--- src/design/lcps_pkg.sv ---
package lcps_pkg;

    localparam int unsigned IMAGE_WIDTH_DEF = 188;
    localparam int unsigned NUM_ROWS        = 3;
    localparam int unsigned PULSE_CENTRE    = 1500;
    localparam int unsigned BORDER_MARGIN   = 10;

    localparam logic [7:0] NO_EDGE   = 8'd255;
    localparam logic [7:0] COUNT_MAX = 8'd255;
    localparam logic [7:0] MIN_BLACK = 8'd3;
    localparam logic [7:0] MAX_BLACK = 8'd10;

    typedef enum logic [1:0] {
        SRC_TOP    = 2'd0,
        SRC_MIDDLE = 2'd1,
        SRC_BOTTOM = 2'd2,
        SRC_HELD   = 2'd3
    } src_t;

    typedef enum logic [7:0] {
        REG_TOP_ROW    = 8'd0,
        REG_MIDDLE_ROW = 8'd1,
        REG_BOTTOM_ROW = 8'd2,
        REG_PROP_GAIN  = 8'd3,
        REG_DERIV_GAIN = 8'd4
    } reg_idx_t;

    typedef struct packed {
        logic [5:0]  top_row;
        logic [5:0]  middle_row;
        logic [5:0]  bottom_row;
        logic [15:0] kp;
        logic [15:0] kd;
    } cfg_t;

    typedef struct packed {
        logic [7:0] count;
        logic [7:0] first;
        logic [7:0] last;
    } row_stat_t;

    typedef row_stat_t [NUM_ROWS-1:0] row_stats_t;

    localparam row_stat_t ROW_CLEAR = '{count: 8'd0, first: NO_EDGE, last: NO_EDGE};

endpackage

--- src/design/lcps_ifs.sv ---
interface lcps_pix_if;
    logic       valid;
    logic       ready;
    logic [7:0] pixel;
    logic [5:0] row;
    logic [7:0] col;
    logic       frame_end;

    modport source (output valid, pixel, row, col, frame_end, input ready);
    modport sink   (input valid, pixel, row, col, frame_end, output ready);
endinterface

interface lcps_res_if;
    logic        valid;
    logic        ready;
    logic [15:0] pulse_width;
    logic [7:0]  line_center;
    logic [1:0]  center_source;

    modport source (output valid, pulse_width, line_center, center_source, input ready);
    modport sink   (input valid, pulse_width, line_center, center_source, output ready);
endinterface

interface lcps_cfg_if;
    logic        valid;
    logic        ready;
    logic [7:0]  index;
    logic [15:0] data;

    modport source (output valid, index, data, input ready);
    modport sink   (input valid, index, data, output ready);
endinterface

--- src/design/lcps_cfg_regs.sv ---
module lcps_cfg_regs
    import lcps_pkg::*;
(
    input  logic        clk,
    input  logic        rst_n,
    lcps_cfg_if.sink    cfg,
    output cfg_t        cfg_q
);

    cfg_t cfg_reg;
    cfg_t cfg_next;

    assign cfg.ready = 1'b1;
    assign cfg_q     = cfg_reg;

    always_comb
    begin
        cfg_next = cfg_reg;
        if (cfg.valid)
        begin
            unique case (cfg.index)
                REG_TOP_ROW:    cfg_next.top_row    = cfg.data[5:0];
                REG_MIDDLE_ROW: cfg_next.middle_row = cfg.data[5:0];
                REG_BOTTOM_ROW: cfg_next.bottom_row = cfg.data[5:0];
                REG_PROP_GAIN:  cfg_next.kp         = cfg.data;
                REG_DERIV_GAIN: cfg_next.kd         = cfg.data;
                default:        cfg_next            = cfg_reg;
            endcase
        end
    end

    always_ff @(posedge clk or negedge rst_n)
    begin
        if (!rst_n)
        begin
            cfg_reg.top_row    <= 6'd5;
            cfg_reg.middle_row <= 6'd20;
            cfg_reg.bottom_row <= 6'd35;
            cfg_reg.kp         <= 16'd1536;
            cfg_reg.kd         <= 16'd3584;
        end
        else
        begin
            cfg_reg <= cfg_next;
        end
    end

endmodule

--- src/design/lcps_row_scan.sv ---
module lcps_row_scan
    import lcps_pkg::*;
#(
    parameter int unsigned IMAGE_WIDTH = IMAGE_WIDTH_DEF
)
(
    input  logic       clk,
    input  logic       rst_n,
    lcps_pix_if.sink   pixels,
    input  cfg_t       cfg_q,
    output row_stats_t snap,
    output logic       snap_valid,
    input  logic       snap_ready
);

    localparam logic [7:0] COL_LAST = 8'(IMAGE_WIDTH - 2);

    logic       a_valid_reg;
    logic [7:0] a_pixel_reg;
    logic [5:0] a_row_reg;
    logic [7:0] a_col_reg;
    logic       a_fend_reg;

    row_stats_t stats_reg;
    row_stats_t stats_next;
    row_stats_t stats_upd;
    logic       prev_black_reg;
    logic       prev_black_next;
    row_stats_t snap_reg;
    logic       snap_valid_reg;

    logic       snap_free;
    logic       a_free;
    logic       a_fire;
    logic       black;
    logic       in_range;
    logic [5:0] watch_rows [NUM_ROWS];

    assign snap_free     = !snap_valid_reg || snap_ready;
    assign a_free        = !a_valid_reg || !a_fend_reg || snap_free;
    assign a_fire        = a_valid_reg && a_free;
    assign pixels.ready  = a_free;
    assign snap          = snap_reg;
    assign snap_valid    = snap_valid_reg;

    assign watch_rows[0] = cfg_q.top_row;
    assign watch_rows[1] = cfg_q.middle_row;
    assign watch_rows[2] = cfg_q.bottom_row;

    assign black    = (a_pixel_reg == 8'd0);
    assign in_range = (a_col_reg >= 8'd1) && (a_col_reg <= COL_LAST);

    always_comb
    begin
        stats_upd = stats_reg;
        for (int k = 0; k < NUM_ROWS; k++)
        begin
            if (in_range && black && (a_row_reg == watch_rows[k]))
            begin
                if (stats_reg[k].count != COUNT_MAX)
                begin
                    stats_upd[k].count = stats_reg[k].count + 8'd1;
                end
                if (!prev_black_reg)
                begin
                    if (stats_reg[k].first == NO_EDGE)
                    begin
                        stats_upd[k].first = a_col_reg;
                    end
                    else
                    begin
                        stats_upd[k].last = a_col_reg;
                    end
                end
            end
        end
    end

    always_comb
    begin
        stats_next      = stats_reg;
        prev_black_next = prev_black_reg;
        if (a_fire)
        begin
            prev_black_next = black;
            stats_next      = a_fend_reg ? {NUM_ROWS{ROW_CLEAR}} : stats_upd;
        end
    end

    always_ff @(posedge clk or negedge rst_n)
    begin
        if (!rst_n)
        begin
            a_valid_reg    <= 1'b0;
            stats_reg      <= {NUM_ROWS{ROW_CLEAR}};
            prev_black_reg <= 1'b0;
            snap_valid_reg <= 1'b0;
        end
        else
        begin
            if (a_free)
            begin
                a_valid_reg <= pixels.valid;
            end
            stats_reg      <= stats_next;
            prev_black_reg <= prev_black_next;
            if (snap_free)
            begin
                snap_valid_reg <= a_fire && a_fend_reg;
            end
        end
    end

    always_ff @(posedge clk)
    begin
        if (a_free && pixels.valid)
        begin
            a_pixel_reg <= pixels.pixel;
            a_row_reg   <= pixels.row;
            a_col_reg   <= pixels.col;
            a_fend_reg  <= pixels.frame_end;
        end
        if (snap_free && a_fire && a_fend_reg)
        begin
            snap_reg <= stats_upd;
        end
    end

endmodule

--- src/design/lcps_pd_calc.sv ---
module lcps_pd_calc
    import lcps_pkg::*;
#(
    parameter int unsigned IMAGE_WIDTH = IMAGE_WIDTH_DEF
)
(
    input  logic       clk,
    input  logic       rst_n,
    input  row_stats_t snap,
    input  logic       snap_valid,
    output logic       snap_ready,
    input  cfg_t       cfg_q,
    lcps_res_if.source results
);

    localparam logic [7:0] HALF_W   = 8'(IMAGE_WIDTH / 2);
    localparam logic [7:0] LAST_COL = 8'(IMAGE_WIDTH - 1);
    localparam logic [7:0] FAR_EDGE = 8'(IMAGE_WIDTH - 11);
    localparam logic [7:0] NEAR_LIM = 8'(BORDER_MARGIN);
    localparam logic [8:0] WIDTH9   = 9'(IMAGE_WIDTH);
    localparam logic signed [20:0] PULSE_BASE = $signed(21'(PULSE_CENTRE));

    logic [7:0]        prev_center_reg;
    logic [7:0]        row_centre [NUM_ROWS];
    logic [NUM_ROWS-1:0] row_ok;
    logic [7:0]        centre;
    src_t              source;
    logic signed [8:0] err;
    logic signed [9:0] derr;

    logic              b_valid_reg;
    logic signed [8:0] b_err_reg;
    logic signed [9:0] b_derr_reg;
    logic [7:0]        b_centre_reg;
    src_t              b_src_reg;

    logic               c_valid_reg;
    logic signed [25:0] c_p_reg;
    logic signed [26:0] c_d_reg;
    logic [7:0]         c_centre_reg;
    src_t               c_src_reg;

    logic               out_valid_reg;
    logic [15:0]        out_pw_reg;
    logic [7:0]         out_centre_reg;
    src_t               out_src_reg;

    logic               out_free;
    logic               c_free;
    logic               b_free;
    logic               b_load;
    logic signed [25:0] prod_p;
    logic signed [26:0] prod_d;
    logic signed [27:0] sum;
    logic signed [19:0] quot;
    logic signed [20:0] pw;
    logic [15:0]        pw_sat;

    assign out_free   = !out_valid_reg || results.ready;
    assign c_free     = !c_valid_reg || out_free;
    assign b_free     = !b_valid_reg || c_free;
    assign snap_ready = b_free;
    assign b_load     = snap_valid && b_free;

    always_comb
    begin
        logic [8:0] pair_sum;
        logic [8:0] far_sum;
        for (int k = 0; k < NUM_ROWS; k++)
        begin
            pair_sum  = {1'b0, snap[k].first} + {1'b0, snap[k].last};
            far_sum   = {1'b0, snap[k].first} + WIDTH9;
            row_ok[k] = (snap[k].count >= MIN_BLACK) && (snap[k].count <= MAX_BLACK);
            if (snap[k].last != NO_EDGE)
            begin
                row_centre[k] = pair_sum[8:1];
            end
            else if (snap[k].first < HALF_W)
            begin
                row_centre[k] = (snap[k].first < NEAR_LIM) ? 8'd0 : (snap[k].first >> 1);
            end
            else
            begin
                row_centre[k] = (snap[k].first > FAR_EDGE) ? LAST_COL : far_sum[8:1];
            end
        end
    end

    always_comb
    begin
        priority if (row_ok[0])
        begin
            centre = row_centre[0];
            source = SRC_TOP;
        end
        else if (row_ok[1])
        begin
            centre = row_centre[1];
            source = SRC_MIDDLE;
        end
        else if (row_ok[2])
        begin
            centre = row_centre[2];
            source = SRC_BOTTOM;
        end
        else
        begin
            centre = prev_center_reg;
            source = SRC_HELD;
        end
    end

    assign err  = $signed({1'b0, HALF_W}) - $signed({1'b0, centre});
    assign derr = $signed({2'b00, prev_center_reg}) - $signed({2'b00, centre});

    assign prod_p = $signed({1'b0, cfg_q.kp}) * b_err_reg;
    assign prod_d = $signed({1'b0, cfg_q.kd}) * b_derr_reg;

    assign sum  = c_p_reg + c_d_reg;
    assign quot = sum[27:8];
    assign pw   = quot + PULSE_BASE;

    always_comb
    begin
        priority if (pw[20])
        begin
            pw_sat = 16'd0;
        end
        else if (pw[19:16] != 4'd0)
        begin
            pw_sat = 16'hFFFF;
        end
        else
        begin
            pw_sat = pw[15:0];
        end
    end

    always_ff @(posedge clk or negedge rst_n)
    begin
        if (!rst_n)
        begin
            prev_center_reg <= 8'd0;
            b_valid_reg     <= 1'b0;
            c_valid_reg     <= 1'b0;
            out_valid_reg   <= 1'b0;
        end
        else
        begin
            if (b_load)
            begin
                prev_center_reg <= centre;
            end
            if (b_free)
            begin
                b_valid_reg <= snap_valid;
            end
            if (c_free)
            begin
                c_valid_reg <= b_valid_reg;
            end
            if (out_free)
            begin
                out_valid_reg <= c_valid_reg;
            end
        end
    end

    always_ff @(posedge clk)
    begin
        if (b_load)
        begin
            b_err_reg    <= err;
            b_derr_reg   <= derr;
            b_centre_reg <= centre;
            b_src_reg    <= source;
        end
        if (c_free && b_valid_reg)
        begin
            c_p_reg      <= prod_p;
            c_d_reg      <= prod_d;
            c_centre_reg <= b_centre_reg;
            c_src_reg    <= b_src_reg;
        end
        if (out_free && c_valid_reg)
        begin
            out_pw_reg     <= pw_sat;
            out_centre_reg <= c_centre_reg;
            out_src_reg    <= c_src_reg;
        end
    end

    assign results.valid         = out_valid_reg;
    assign results.pulse_width   = out_pw_reg;
    assign results.line_center   = out_centre_reg;
    assign results.center_source = out_src_reg;

endmodule

--- src/design/line_center_pd_steering.sv ---
// A frame_end beat passes the A and snapshot registers, then the steering maths pipeline
// (stages B, C and output), to its result beat. Throughput: one pixel beat per cycle while
// the snapshot is free; row counting and edge capture are one compare and counter update per beat.
// Reset (rst_n low, asynchronous): row counters and edges cleared, held centre zero,
// registers to their reset values, pipeline emptied; configuration writes never stall.
module line_center_pd_steering
    import lcps_pkg::*;
#(
    parameter int unsigned IMAGE_WIDTH = IMAGE_WIDTH_DEF
)
(
    input  logic       clk,
    input  logic       rst_n,
    lcps_pix_if.sink   pixels,
    lcps_res_if.source results,
    lcps_cfg_if.sink   cfg
);

    localparam logic [2:0] PIPE_DEPTH = 3'd5;

    cfg_t       cfg_q;
    row_stats_t snap;
    logic       snap_valid;
    logic       snap_ready;

    lcps_cfg_regs u_cfg_regs
    (
        .clk   (clk),
        .rst_n (rst_n),
        .cfg   (cfg),
        .cfg_q (cfg_q)
    );

    lcps_row_scan #(.IMAGE_WIDTH(IMAGE_WIDTH)) u_row_scan
    (
        .clk        (clk),
        .rst_n      (rst_n),
        .pixels     (pixels),
        .cfg_q      (cfg_q),
        .snap       (snap),
        .snap_valid (snap_valid),
        .snap_ready (snap_ready)
    );

    lcps_pd_calc #(.IMAGE_WIDTH(IMAGE_WIDTH)) u_pd_calc
    (
        .clk        (clk),
        .rst_n      (rst_n),
        .snap       (snap),
        .snap_valid (snap_valid),
        .snap_ready (snap_ready),
        .cfg_q      (cfg_q),
        .results    (results)
    );

    // frames between an accepted frame_end beat and its result beat
    logic [2:0] inflight_reg;
    logic [2:0] inflight_next;
    logic       frame_in;
    logic       frame_out;

    assign frame_in  = pixels.valid && pixels.ready && pixels.frame_end;
    assign frame_out = results.valid && results.ready;

    always_comb
    begin
        inflight_next = inflight_reg + {2'b00, frame_in} - {2'b00, frame_out};
    end

    always_ff @(posedge clk or negedge rst_n)
    begin
        if (!rst_n)
        begin
            inflight_reg <= 3'd0;
        end
        else
        begin
            inflight_reg <= inflight_next;
        end
    end

    a_result_needs_frame: assert property (@(posedge clk) disable iff (!rst_n)
        results.valid |-> (inflight_reg != 3'd0))
        else $error("result beat with no frame in flight");

    a_inflight_bound: assert property (@(posedge clk) disable iff (!rst_n)
        inflight_reg <= PIPE_DEPTH)
        else $error("more frames in flight than pipeline stages");

    a_stall_only_on_frame: assert property (@(posedge clk) disable iff (!rst_n)
        !pixels.ready |-> (inflight_reg != 3'd0))
        else $error("pixel input stalled with no frame in flight");

endmodule
--- src/flat_wrapper.sv ---
// flat-port wrapper written by rule: the top's interface ports become plain ports
module line_center_pd_steering_flat import lcps_pkg::*;
#(
    parameter int unsigned IMAGE_WIDTH = IMAGE_WIDTH_DEF
)
  (clk, rst_n, pixels_valid, pixels_pixel, pixels_row, pixels_col, pixels_frame_end, pixels_ready, results_valid, results_pulse_width, results_line_center, results_center_source, results_ready, cfg_valid, cfg_index, cfg_data, cfg_ready);
  lcps_pix_if pixels_i ();
  lcps_res_if results_i ();
  lcps_cfg_if cfg_i ();
  input  logic clk;
  input  logic rst_n;
  input wire logic [$bits(pixels_i.valid)-1:0] pixels_valid;
  input wire logic [$bits(pixels_i.pixel)-1:0] pixels_pixel;
  input wire logic [$bits(pixels_i.row)-1:0] pixels_row;
  input wire logic [$bits(pixels_i.col)-1:0] pixels_col;
  input wire logic [$bits(pixels_i.frame_end)-1:0] pixels_frame_end;
  output wire logic [$bits(pixels_i.ready)-1:0] pixels_ready;
  output wire logic [$bits(results_i.valid)-1:0] results_valid;
  output wire logic [$bits(results_i.pulse_width)-1:0] results_pulse_width;
  output wire logic [$bits(results_i.line_center)-1:0] results_line_center;
  output wire logic [$bits(results_i.center_source)-1:0] results_center_source;
  input wire logic [$bits(results_i.ready)-1:0] results_ready;
  input wire logic [$bits(cfg_i.valid)-1:0] cfg_valid;
  input wire logic [$bits(cfg_i.index)-1:0] cfg_index;
  input wire logic [$bits(cfg_i.data)-1:0] cfg_data;
  output wire logic [$bits(cfg_i.ready)-1:0] cfg_ready;
  assign pixels_i.valid = pixels_valid;
  assign pixels_i.pixel = pixels_pixel;
  assign pixels_i.row = pixels_row;
  assign pixels_i.col = pixels_col;
  assign pixels_i.frame_end = pixels_frame_end;
  assign pixels_ready = pixels_i.ready;
  assign results_valid = results_i.valid;
  assign results_pulse_width = results_i.pulse_width;
  assign results_line_center = results_i.line_center;
  assign results_center_source = results_i.center_source;
  assign results_i.ready = results_ready;
  assign cfg_i.valid = cfg_valid;
  assign cfg_i.index = cfg_index;
  assign cfg_i.data = cfg_data;
  assign cfg_ready = cfg_i.ready;
  line_center_pd_steering #(.IMAGE_WIDTH(IMAGE_WIDTH)) u_core (.clk(clk), .rst_n(rst_n), .pixels(pixels_i), .results(results_i), .cfg(cfg_i));
endmodule
--- config.mk ---
export PLATFORM = sky130hd
export DESIGN_NAME = line_center_pd_steering_flat
export DESIGN_NICKNAME = d
export VERILOG_FILES = /design/src/design/lcps_pkg.sv /design/src/design/lcps_ifs.sv /design/src/design/lcps_cfg_regs.sv /design/src/design/lcps_row_scan.sv /design/src/design/lcps_pd_calc.sv /design/src/design/line_center_pd_steering.sv /design/src/flat_wrapper.sv
export SDC_FILE = /design/constraint.sdc
export NUM_CORES = 1
export LEC_CHECK = 0
export ABC_AREA = 1
export BUFFER_PORTS_ARGS = -buffer_cell sky130_fd_sc_hd__buf_2
export CORE_ASPECT_RATIO = 0.75
export CORE_MARGIN = 2
export CORE_UTILIZATION = 33
export DETAILED_ROUTE_END_ITERATION = 12
export PLACE_DENSITY = 0.47
export SYNTH_ARGS = -nofsm -noshare
export SYNTH_HDL_FRONTEND = slang
export SYNTH_HIERARCHICAL = 1
export SYNTH_SLANG_ARGS = --single-unit
--- constraint.sdc ---
create_clock -name clk -period 6.25 [get_ports clk]
set_input_delay 0.3125 -clock clk [delete_from_list [all_inputs] [get_ports clk]]
set_output_delay 0.3125 -clock clk [all_outputs]
set_load 0.03 [all_outputs]
==> flow_summary.ini, run 1 <==
[drt]
routed_wl_um = 82500
drt-initial-drc-count = 1515
viasPerCell = 4.59
num_vias = 23500
wl_per_cell_um = 16.1
drt.antenna.violating_nets = 0
drc = 0
drtPass1Iterations = 5

[die]
fp.coreArea_um2 = 91200
rows = 96
fp.dieH_um = 266
die_w_um = 353
start_util_pct = 33.2
io_pins = 81
design.die.area_um2 = 94100

[placement]
dp_hpwl_um = 61400
portBuffers = 79
place_inst = 5013
gp_congestion = 0.854
placed_cell_area_um2 = 31600

[critical_path]
critPathCaptureType = flip-flop
crit_type = flip-flop to flip-flop
crit_arrival_ns = 6.19
crit_required_ns = 6.57
startpoint_type = flip-flop
critPathMaxFanout = 4

[power_and_ir_drop]
internal_power_mw = 5.18
combPwrFrac_pct = 36.1
p_per_area_nw_per_um2 = 254
power_switching_mw = 3.25
p_seq_share_pct = 34.7
swShare_pct = 38.6
peakVddDrop_mv = 0.172
leakagePower_nw = 17.1
clkPwrFrac_pct = 29.3

[clock_tree]
cts_buffers = 43
post-cts-setup-buffer-count = 0
clkSinkCount = 346
h-tree-depth = 2
clk_path_buf_depth = 3
tritoncts = yes
clk_pin_slew_ns = 0.06
postCtsHoldBufs = 27
root_buffer = clkbuf_16
clk_latency_ns = 0.59
ctsResizeCount = 0

[global_route]
grtUsageTotal_pct = 18.1
grt_pass1_vias = 23600
antenna_found_initial = 2
grt-ovfl-total = 0
grt_pass1_wl_um = 136000
grt_max_degree = 73

[hold_path]
hp-class = input pin to flip-flop

[layout]
stdcell_count = 5120
syn_to_final_growth_pct = 10.1
layout-drive-gt1-share_pct = 10.9
fin_nets = 4320
num-fill-cells = 9515
num_antenna_cells = 0
finalInstanceArea_um2 = 33300

[timing]
fin_crit_sh_pct = 93.9
slew_violations = 0
min_period_ns = 5.87
hold_viol = 0
tns_ns = 0
relSlewSlack_pct = 34.4
fin_skew_ns = 0.0285
finalSetupViolations = 0
grt_setup_unrepaired = no
clock.fmax_mhz = 170
tightest_slew_ns = 0.984

[synthesis]
synth.net_count = 4282
synth-seq-cells = 346
synth_seq_area_share_pct = 32.4
ys_warn_count = 6
synth_commonest_cells = nand2_1 (1325), inv_1 (578), nand3_1 (256)
synth_edf_count = 210
avgSynthCellArea_um2 = 7.91
synth_ff_type = edfxtp_1
ys_async_sr_fraction_pct = 39.3
synthTopCellsByArea = edfxtp_1 (21%), nand2_1 (16%), fa_1 (13%)
netlist_instances = 3822
synth.cell_area_um2 = 30200
synth_top_cell_area_share_pct = 20.9
ys_types = 54
synth.most_common_cell = nand2_1
yosysTopAreaCell = edfxtp_1

[flow_run]
maxCapViolations = 0

[status]
status = completed
area by class of cell:
| cell class | instances | area, µm² | area share, % |
|---|---|---|---|
| multi-input combinational | 2729 | 17400 | 52.4 |
| sequential | 346 | 9780 | 29.4 |
| inverter | 606 | 2270 | 6.84 |
| tap | 1225 | 1530 | 4.61 |
| clock buffer | 67 | 1280 | 3.84 |
| timing repair buffer | 134 | 882 | 2.65 |
| clock inverter | 13 | 81.3 | 0.244 |
power by group through the flow:
stage          Combinational, mW  Sequential [mW]  Clock, mW
3_3_place_gp                3.05             2.97          0
3_5_place_dp                3.04             2.97          0
2_1_floorplan               2.28             2.85          0
4_1_cts                     3.08             2.93       2.58
6_report                    3.04             2.92       2.47
5_1_grt                     3.50             2.95       2.66
cell usage in the layout (no fill, tap or decap), drive strengths merged:
master / netlist / final
o31ai: 6 / 6
buf: 47 / 107
clkinv: 2 / 12
nand3b: 6 / 6
nand4: 22 / 22
o211ai: 8 / 8
o21ai: 149 / 149
fa: 202 / 202
dfrtp: 76 / 76
nand3: 281 / 281
or2: 57 / 57
a31o: 1 / 1
edfxtp: 210 / 210
conb: 1 / 1
o21bai: 6 / 6
nor2: 173 / 173
clkinvlp: 0 / 1
a21o: 3 / 3
nor3: 21 / 21
o311ai: 2 / 2
inv: 604 / 606
a31oi: 3 / 3
and2: 4 / 4
xnor2: 31 / 31
a22o: 1 / 1
ha: 206 / 206
a211oi: 2 / 2
clkbuf: 94 / 67
nor3b: 4 / 4
nand2: 1365 / 1365
xor2: 66 / 66
a21oi: 106 / 106
dfstp: 60 / 60
a21boi: 3 / 3
dlygate4sd3: 0 / 27
routing by layer:
metal / vias to the layer above / track usage [%] / routed length [µm]
li1: 12000 / - / -
met5: - / 0 / 0
met4: 0 / 3.53 / 1330
met1: 11100 / 27.2 / 42700
met3: 73 / 2.23 / 3180
met2: 376 / 27.9 / 35200
logic make-up (layout without fill, tap and decap cells):
kind of cell               count (synthesis)  in the layout  share of synthesized area, %
adders and majority gates                408            408                          21.9
DFF                                      346            346                          32.4
xor gates and xnor gates                  97             97                          2.81
and+or+nand+nor                         1933           1933                          27.7
other                                      1              1                        0.0124
buffers and inverters                    747            820                          10.0
AOI/OAI and AO/OA                        290            290                          5.18
worst paths after layout:
path	from	to	slack [ns]	depth (start not counted)
worst max-delay path	u_core/u_pd_calc/b_err_reg[8]$_DFFE_PP_	u_core/u_pd_calc/c_p_reg[23]$_DFFE_PP_	0.38	19
worst min-delay path	cfg_data[11]	u_core/u_cfg_regs/cfg_q[11]$_DFFE_PN1P_	0.04	3
worst max register to register	u_core/u_pd_calc/b_err_reg[8]$_DFFE_PP_	u_core/u_pd_calc/c_p_reg[23]$_DFFE_PP_	0.38	19
worst min register to register	u_core/u_pd_calc/c_centre_reg[6]$_DFFE_PP_	u_core/u_pd_calc/results.line_center[6]$_DFFE_PP_	0.42	0
max in group asynchronous	rst_n	u_core/u_cfg_regs/cfg_q[22]$_DFFE_PN0P_	4.91	3
min in group asynchronous	rst_n	u_core/u_row_scan/prev_black_reg$_DFFE_PN0P_	0.27	2
per-stage QoR:
step | power, mW | utilization (%) | hold WS (ns) | setup WS, ns
CTS | 8.59 | 36.5 | 0.000485 | 0.377
global route | 9.10 | 36.5 | 0.0186 | 0.0750
finish | 8.43 | 36.5 | 0.0360 | 0.379
detailed placement | 6.01 | 34.7 | 0.337 | 0.409
global placement | 6.02 | 34.7 | 0.339 | 0.430
floorplan | 5.12 | - | 0.0169 | 0.721
critical path, stage by stage, from the launching register on:
cell and delay, ns:
edfxtp_1 0.44, inv_1 0.08, or2_2 0.29, fa_1 0.51
fa_1 0.55, inv_1 0.06, fa_1 0.50, fa_1 0.57
fa_1 0.42, ha_1 0.36, inv_1 0.10, o21bai_1 0.06
a31oi_1 0.28, inv_1 0.14, a21oi_1 0.21, o21ai_0 0.17
a21o_1 0.22, a21boi_0 0.32, o21ai_0 0.17, xor2_1 0.16
(Power assumes the default switching activity.)
==> run 2: changes to the inputs <==
==> constraint.sdc (replaced) <==
create_clock -name clk -period 6.3 [get_ports clk]
set_input_delay 0.315 -clock clk [delete_from_list [all_inputs] [get_ports clk]]
set_output_delay 0.315 -clock clk [all_outputs]
set_load 0.03 [all_outputs]
==> run 2 against run 1 <==
Effect of this change: sequential cell count stayed put; global-route usage is 0.18 points lower; worst setup slack better by 0.036 ns; final area is 0.36% higher; fmax is 0.23% lower; sequential share of layout area is 0.11 points lower; via count is 0.82% higher.
==> flow_summary.ini, run 2 (synthesis results as in run 1) <==
[die]
rows = 96
fp.coreArea_um2 = 91200
start_util_pct = 33.2
fp.dieH_um = 266
design.die.area_um2 = 94100
die_w_um = 353
io_pins = 81

[critical_path]
crit_type = flip-flop to flip-flop
crit_arrival_ns = 6.21
critPathMaxFanout = 4
slowest_delay_ns = 0.58
startpoint_type = flip-flop
path_delay_family = adder cells
critPathCaptureType = flip-flop
rr_worst_depth = 19
cpMostUsedCell = fa_1
critPathLaunch = u_core/u_pd_calc/b_err_reg[8]$_DFFE_PP_
worst_path_max_delay_cell = fa_1
worst_r2r_startpoint = u_core/u_pd_calc/b_err_reg[8]$_DFFE_PP_
cp_cell_sequence = inv_1 > or2_2 > fa_1 > fa_1 > inv_1 > fa_1 > fa_1 > fa_1 > ha_1 > inv_1 > o21bai_1 > a31oi_1 > inv_1 > a21oi_1 > o21ai_0 > a21o_1 > a21boi_0 > o21ai_0 > xor2_1
worst-path-stages = 19
crit_required_ns = 6.63
crit_buf_inv = 4

[layout]
layout-drive-gt1-share_pct = 11.0
num-fill-cells = 9503
syn_to_final_growth_pct = 10.5
final_common_cell = nand2_1
finalInstanceArea_um2 = 33400
num_antenna_cells = 0
layout_common_cells = nand2_1 (1325), inv_1 (577), nand3_1 (256), edfxtp_1 (210), ha_1 (206)
fin_nets = 4324
stdcell_count = 5126

[clock_tree]
cts_buffers = 45
h-tree-depth = 2
clkSinkCount = 346
ctsResizeCount = 0
tritoncts = yes
clk_latency_ns = 0.59
clk_path_buf_depth = 3
clk_pin_slew_ns = 0.06
root_buffer = clkbuf_16

[global_route]
grt_pass1_vias = 23600
grt-ovfl-total = 0
grtUsageTotal_pct = 17.9
antenna_found_initial = 0
grt_pass1_wl_um = 134000
grt_max_degree = 76

[drt]
num_vias = 23700
wl_per_cell_um = 16.1
drtPass1Iterations = 5
drt.antenna.violating_nets = 0
drc = 0
routed_wl_um = 82500
drt-initial-drc-count = 1772
viasPerCell = 4.63

[timing]
min_period_ns = 5.89
hold_viol = 0
tns_ns = 0
grt_setup_unrepaired = no
relSlewSlack_pct = 32.0
finalSetupViolations = 0
holdWs_ns = 0.0430
fin_crit_sh_pct = 93.4
clock.fmax_mhz = 170
slew_violations = 0
tightest_slew_ns = 1.02
fin_skew_ns = 0.0231

[placement]
portBuffers = 79
dp_hpwl_um = 61000
placed_cell_area_um2 = 31600
gp_congestion = 0.848
place_inst = 5011

[power_and_ir_drop]
peakVddDrop_mv = 0.169
p_total_mw = 8.48
leakagePower_nw = 17.2
p_per_area_nw_per_um2 = 254

[hold_path]
hp-class = input pin to flip-flop
min_path_cells = 4
holdCritStartpoint = results_ready

[status]
status = completed

[flow_run]
maxCapViolations = 0
## run 2: cell types whose count changed in the layout (fill, tap and decap cells not counted), moves of 2 or more
cell,before,now
clkinv_4,0,2
clkbuf_16,45,47
clkinv_2,7,9
buf_4,28,26
dlygate4sd3_1,27,31
clkbuf_1,15,12
inv_6,1,3
## run 2: power breakdown
group	switching (mW)	internal, mW	total (mW)
sequential	0.215	2.69	2.90
clock	1.07	1.50	2.57
combinational	1.96	1.05	3.01
## run 2: worst paths after layout
path,endpoint,slack (ns)
hold / removal,u_core/u_pd_calc/results.valid$_DFFE_PN0P_,0.04
setup / recovery,u_core/u_pd_calc/c_p_reg[23]$_DFFE_PP_,0.41
setup reg to reg,u_core/u_pd_calc/c_p_reg[23]$_DFFE_PP_,0.41
min in group asynchronous,u_core/u_row_scan/prev_black_reg$_DFFE_PN0P_,0.37
hold reg to reg,u_core/u_pd_calc/results.center_source[0]$_DFFE_PP_,0.42
max in group asynchronous,u_core/u_row_scan/stats_reg[64]$_DFFE_PN0P_,4.57
## run 2: layout make-up
cell class | count | area [µm²] | share of cell area (%)
clock buffers | 66 | 1320 | 3.95
well taps | 1225 | 1530 | 4.59
multi-input cells | 2729 | 17400 | 52.2
inverters | 606 | 2270 | 6.81
clock inverters | 18 | 138 | 0.412
flip-flops and latches | 346 | 9780 | 29.3
repair buffers | 136 | 907 | 2.72
## run 2: metrics by stage
stage / setup slack (ns) / util, %
after floorplan: 0.771 / -
after global placement: 0.475 / 34.7
after detailed placement: 0.415 / 34.7
after CTS: 0.407 / 36.6
after global routing: 0.120 / 36.6
final: 0.415 / 36.6
## run 2: worst min-delay path, cell delays in order
cell     delay (ns)
buf_2          0.08
inv_1          0.06
nand2_1        0.08
nand2_1        0.05
## run 2: what timing repair did
item,CTS,global route
buffers inserted,0,0
hold buffers,31,0
endpoints found under the hold margin,82,0
## run 2: per-layer routing
layer  routed length, µm  GRT usage, %  share of wire, %  vias up
met3                3370          2.51               4.1       89
met1               41900          26.3                51    11200
li1                    -             -                 -    12000
met2               35700          28.0                43      429
met4                1520          3.75               1.8        0
met5                   0             0                 0        -
==> run 3: changes to the inputs <==
--- a/config.mk
+++ b/config.mk
@@ -6,12 +6,12 @@
 export NUM_CORES = 1
 export LEC_CHECK = 0
 export ABC_AREA = 1
-export BUFFER_PORTS_ARGS = -buffer_cell sky130_fd_sc_hd__buf_2
+export BUFFER_PORTS_ARGS = -buffer_cell sky130_fd_sc_hd__clkbuf_2
 export CORE_ASPECT_RATIO = 0.75
 export CORE_MARGIN = 2
-export CORE_UTILIZATION = 33
+export CORE_UTILIZATION = 52
 export DETAILED_ROUTE_END_ITERATION = 12
-export PLACE_DENSITY = 0.47
+export PLACE_DENSITY = 0.67
 export SYNTH_ARGS = -nofsm -noshare
 export SYNTH_HDL_FRONTEND = slang
 export SYNTH_HIERARCHICAL = 1
==> run 3 against run 2 <==
Effect of this change: cell count shrank 8.8%; worst hold slack lost 0.011 ns; wire length fell by 11%; register-to-register slack better by 0.09 ns; first-iteration DRC count grew 17%; count of clock-buffer cells in the layout down 18; clock skew fell by 0.0041 ns; critical endpoint unchanged; largest power group unchanged.
==> flow_summary.ini, run 3 (synthesis results as in run 1) <==
[timing]
finalSetupViolations = 0
tns_ns = 0
grt_setup_unrepaired = no
clock.fmax_mhz = 173
tightest_slew_ns = 0.977
min_period_ns = 5.80
slew_violations = 0
relSlewSlack_pct = 34.9
hold_viol = 0
fin_crit_sh_pct = 92.0
fin_skew_ns = 0.0190

[placement]
place_inst = 4566
dp_hpwl_um = 54300
portBuffers = 79
gp_congestion = 0.911

[clock_tree]
clk_path_buf_depth = 3
h-tree-depth = 2
clk_latency_ns = 0.57
clk_pin_slew_ns = 0.06
root_buffer = clkbuf_16
tritoncts = yes
cts_buffers = 40
post-cts-setup-buffer-count = 0
clkSinkCount = 346

[drt]
drt-initial-drc-count = 2065
drt.antenna.violating_nets = 0
wl_per_cell_um = 15.8
num_vias = 23900
routed_wl_um = 73800
drc = 0
drtPass1Iterations = 6
viasPerCell = 5.12

[die]
design.die.area_um2 = 60100
start_util_pct = 52.6
die_w_um = 282
fp.dieH_um = 213
rows = 76
fp.coreArea_um2 = 57400
io_pins = 81

[global_route]
grt_pass1_vias = 23300
grt-ovfl-total = 0
grt_max_degree = 91
antenna_found_initial = 0
grtUsageTotal_pct = 25.7
grt_pass1_wl_um = 122000

[hold_path]
holdCritStartpoint = cfg_data[6]
hp-class = input pin to flip-flop

[critical_path]
rrSetupSlack_ns = 0.50
critPathMaxFanout = 4
worst_r2r_startpoint = u_core/u_pd_calc/b_err_reg[8]$_DFFE_PP_
crit_required_ns = 6.61
crit_type = flip-flop to flip-flop
critPathLaunch = u_core/u_pd_calc/b_err_reg[8]$_DFFE_PP_
crit_arrival_ns = 6.10
critPathCaptureType = flip-flop
startpoint_type = flip-flop

[flow_run]
maxCapViolations = 0

[layout]
layout_common_cells = nand2_1 (1325), inv_1 (576), nand3_1 (256), edfxtp_1 (210), ha_1 (206)
syn_to_final_growth_pct = 8.43
fin_nets = 4321
final_common_cell = nand2_1
stdcell_count = 4674
layout-drive-gt1-share_pct = 11.0

[power_and_ir_drop]
p_per_area_nw_per_um2 = 254
peakVddDrop_mv = 0.195
leakagePower_nw = 17.1

[status]
status = completed
-- run 3: cell types whose count changed in the layout (fill, tap and decap cells not counted), sizes merged --
cell / before / now
clkinv: 14 / 17
bufinv: 1 / 5
clkinvlp: 2 / 3
diode: 0 / 1
dlygate4sd3: 31 / 33
buf: 105 / 27
clkbuf: 66 / 126
-- run 3: final cells by class --
class / instances / area [µm²]
fillers: 5337 / 24700
multi-input cells: 2729 / 17400
flip-flops and latches: 346 / 9780
inverters: 606 / 2270
clock buffers: 48 / 1100
well taps: 780 / 976
repair buffers: 138 / 927
clock inverters: 26 / 275
diodes: 1 / 2.50
-- run 3: path summary, 6_finish.rpt --
path                                                                 to  cells after the start
max                              u_core/u_pd_calc/c_p_reg[23]$_DFFE_PP_                     19
min                              u_core/u_cfg_regs/cfg_q[6]$_DFFE_PN0P_                      3
max reg2reg                      u_core/u_pd_calc/c_p_reg[23]$_DFFE_PP_                     19
min reg2reg                  u_core/u_pd_calc/c_centre_reg[5]$_DFFE_PP_                      0
max in group asynchronous        u_core/u_cfg_regs/cfg_q[0]$_DFFE_PN0P_                      3
min in group asynchronous  u_core/u_row_scan/prev_black_reg$_DFFE_PN0P_                      2
-- run 3: per-layer routing --
metal | up-vias | routed length, µm | global-route usage, %
li1 | 12000 | - | -
met1 | 11100 | 35100 | 37.9
met2 | 693 | 31900 | 39.5
met3 | 111 | 4660 | 3.15
met4 | 0 | 2200 | 8.17
met5 | - | 0 | 0
-- run 3: what timing repair did --
item | in CTS | in global routing
resized for setup | 0 | 0
endpoints found under the setup margin | 0 | 0
hold endpoints to repair | 71 | 0
hold buffers | 33 | 0
-- run 3: through the flow --
step / total power, mW / worst slack (ns) / utilization [%] / hold WS (ns) / area [µm²]
floorplan: 5.08 / 0.771 / - / 0.0194 / 30200
global placement: 5.84 / 0.565 / 54.1 / 0.401 / 31100
detailed placement: 5.87 / 0.507 / 54.1 / 0.405 / 31100
CTS: 8.39 / 0.494 / 57.1 / 0.00598 / 32800
global route: 8.91 / 0.0785 / 57.1 / 0.0436 / 32800
finish: 8.33 / 0.504 / 57.1 / 0.0322 / 32800
-- run 3: worst max-delay path, stage by stage, from the launching register on --
cell and delay (ns):
edfxtp_1 0.42, inv_1 0.10, or2_2 0.30, fa_1 0.50
fa_1 0.56, inv_1 0.06, fa_1 0.50, fa_1 0.57
fa_1 0.42, ha_1 0.36, inv_1 0.10, o21bai_1 0.06
a31oi_1 0.31, inv_1 0.13, a21oi_1 0.22, o21ai_0 0.16
a21o_1 0.21, a21boi_0 0.27, o21ai_0 0.15, xor2_1 0.16
-- run 3: report_power, final --
group | internal, mW | total (mW) | switching, mW
registers | 2.69 | 2.89 | 0.208
logic | 1.06 | 2.98 | 1.92
clock network | 1.46 | 2.46 | 0.995
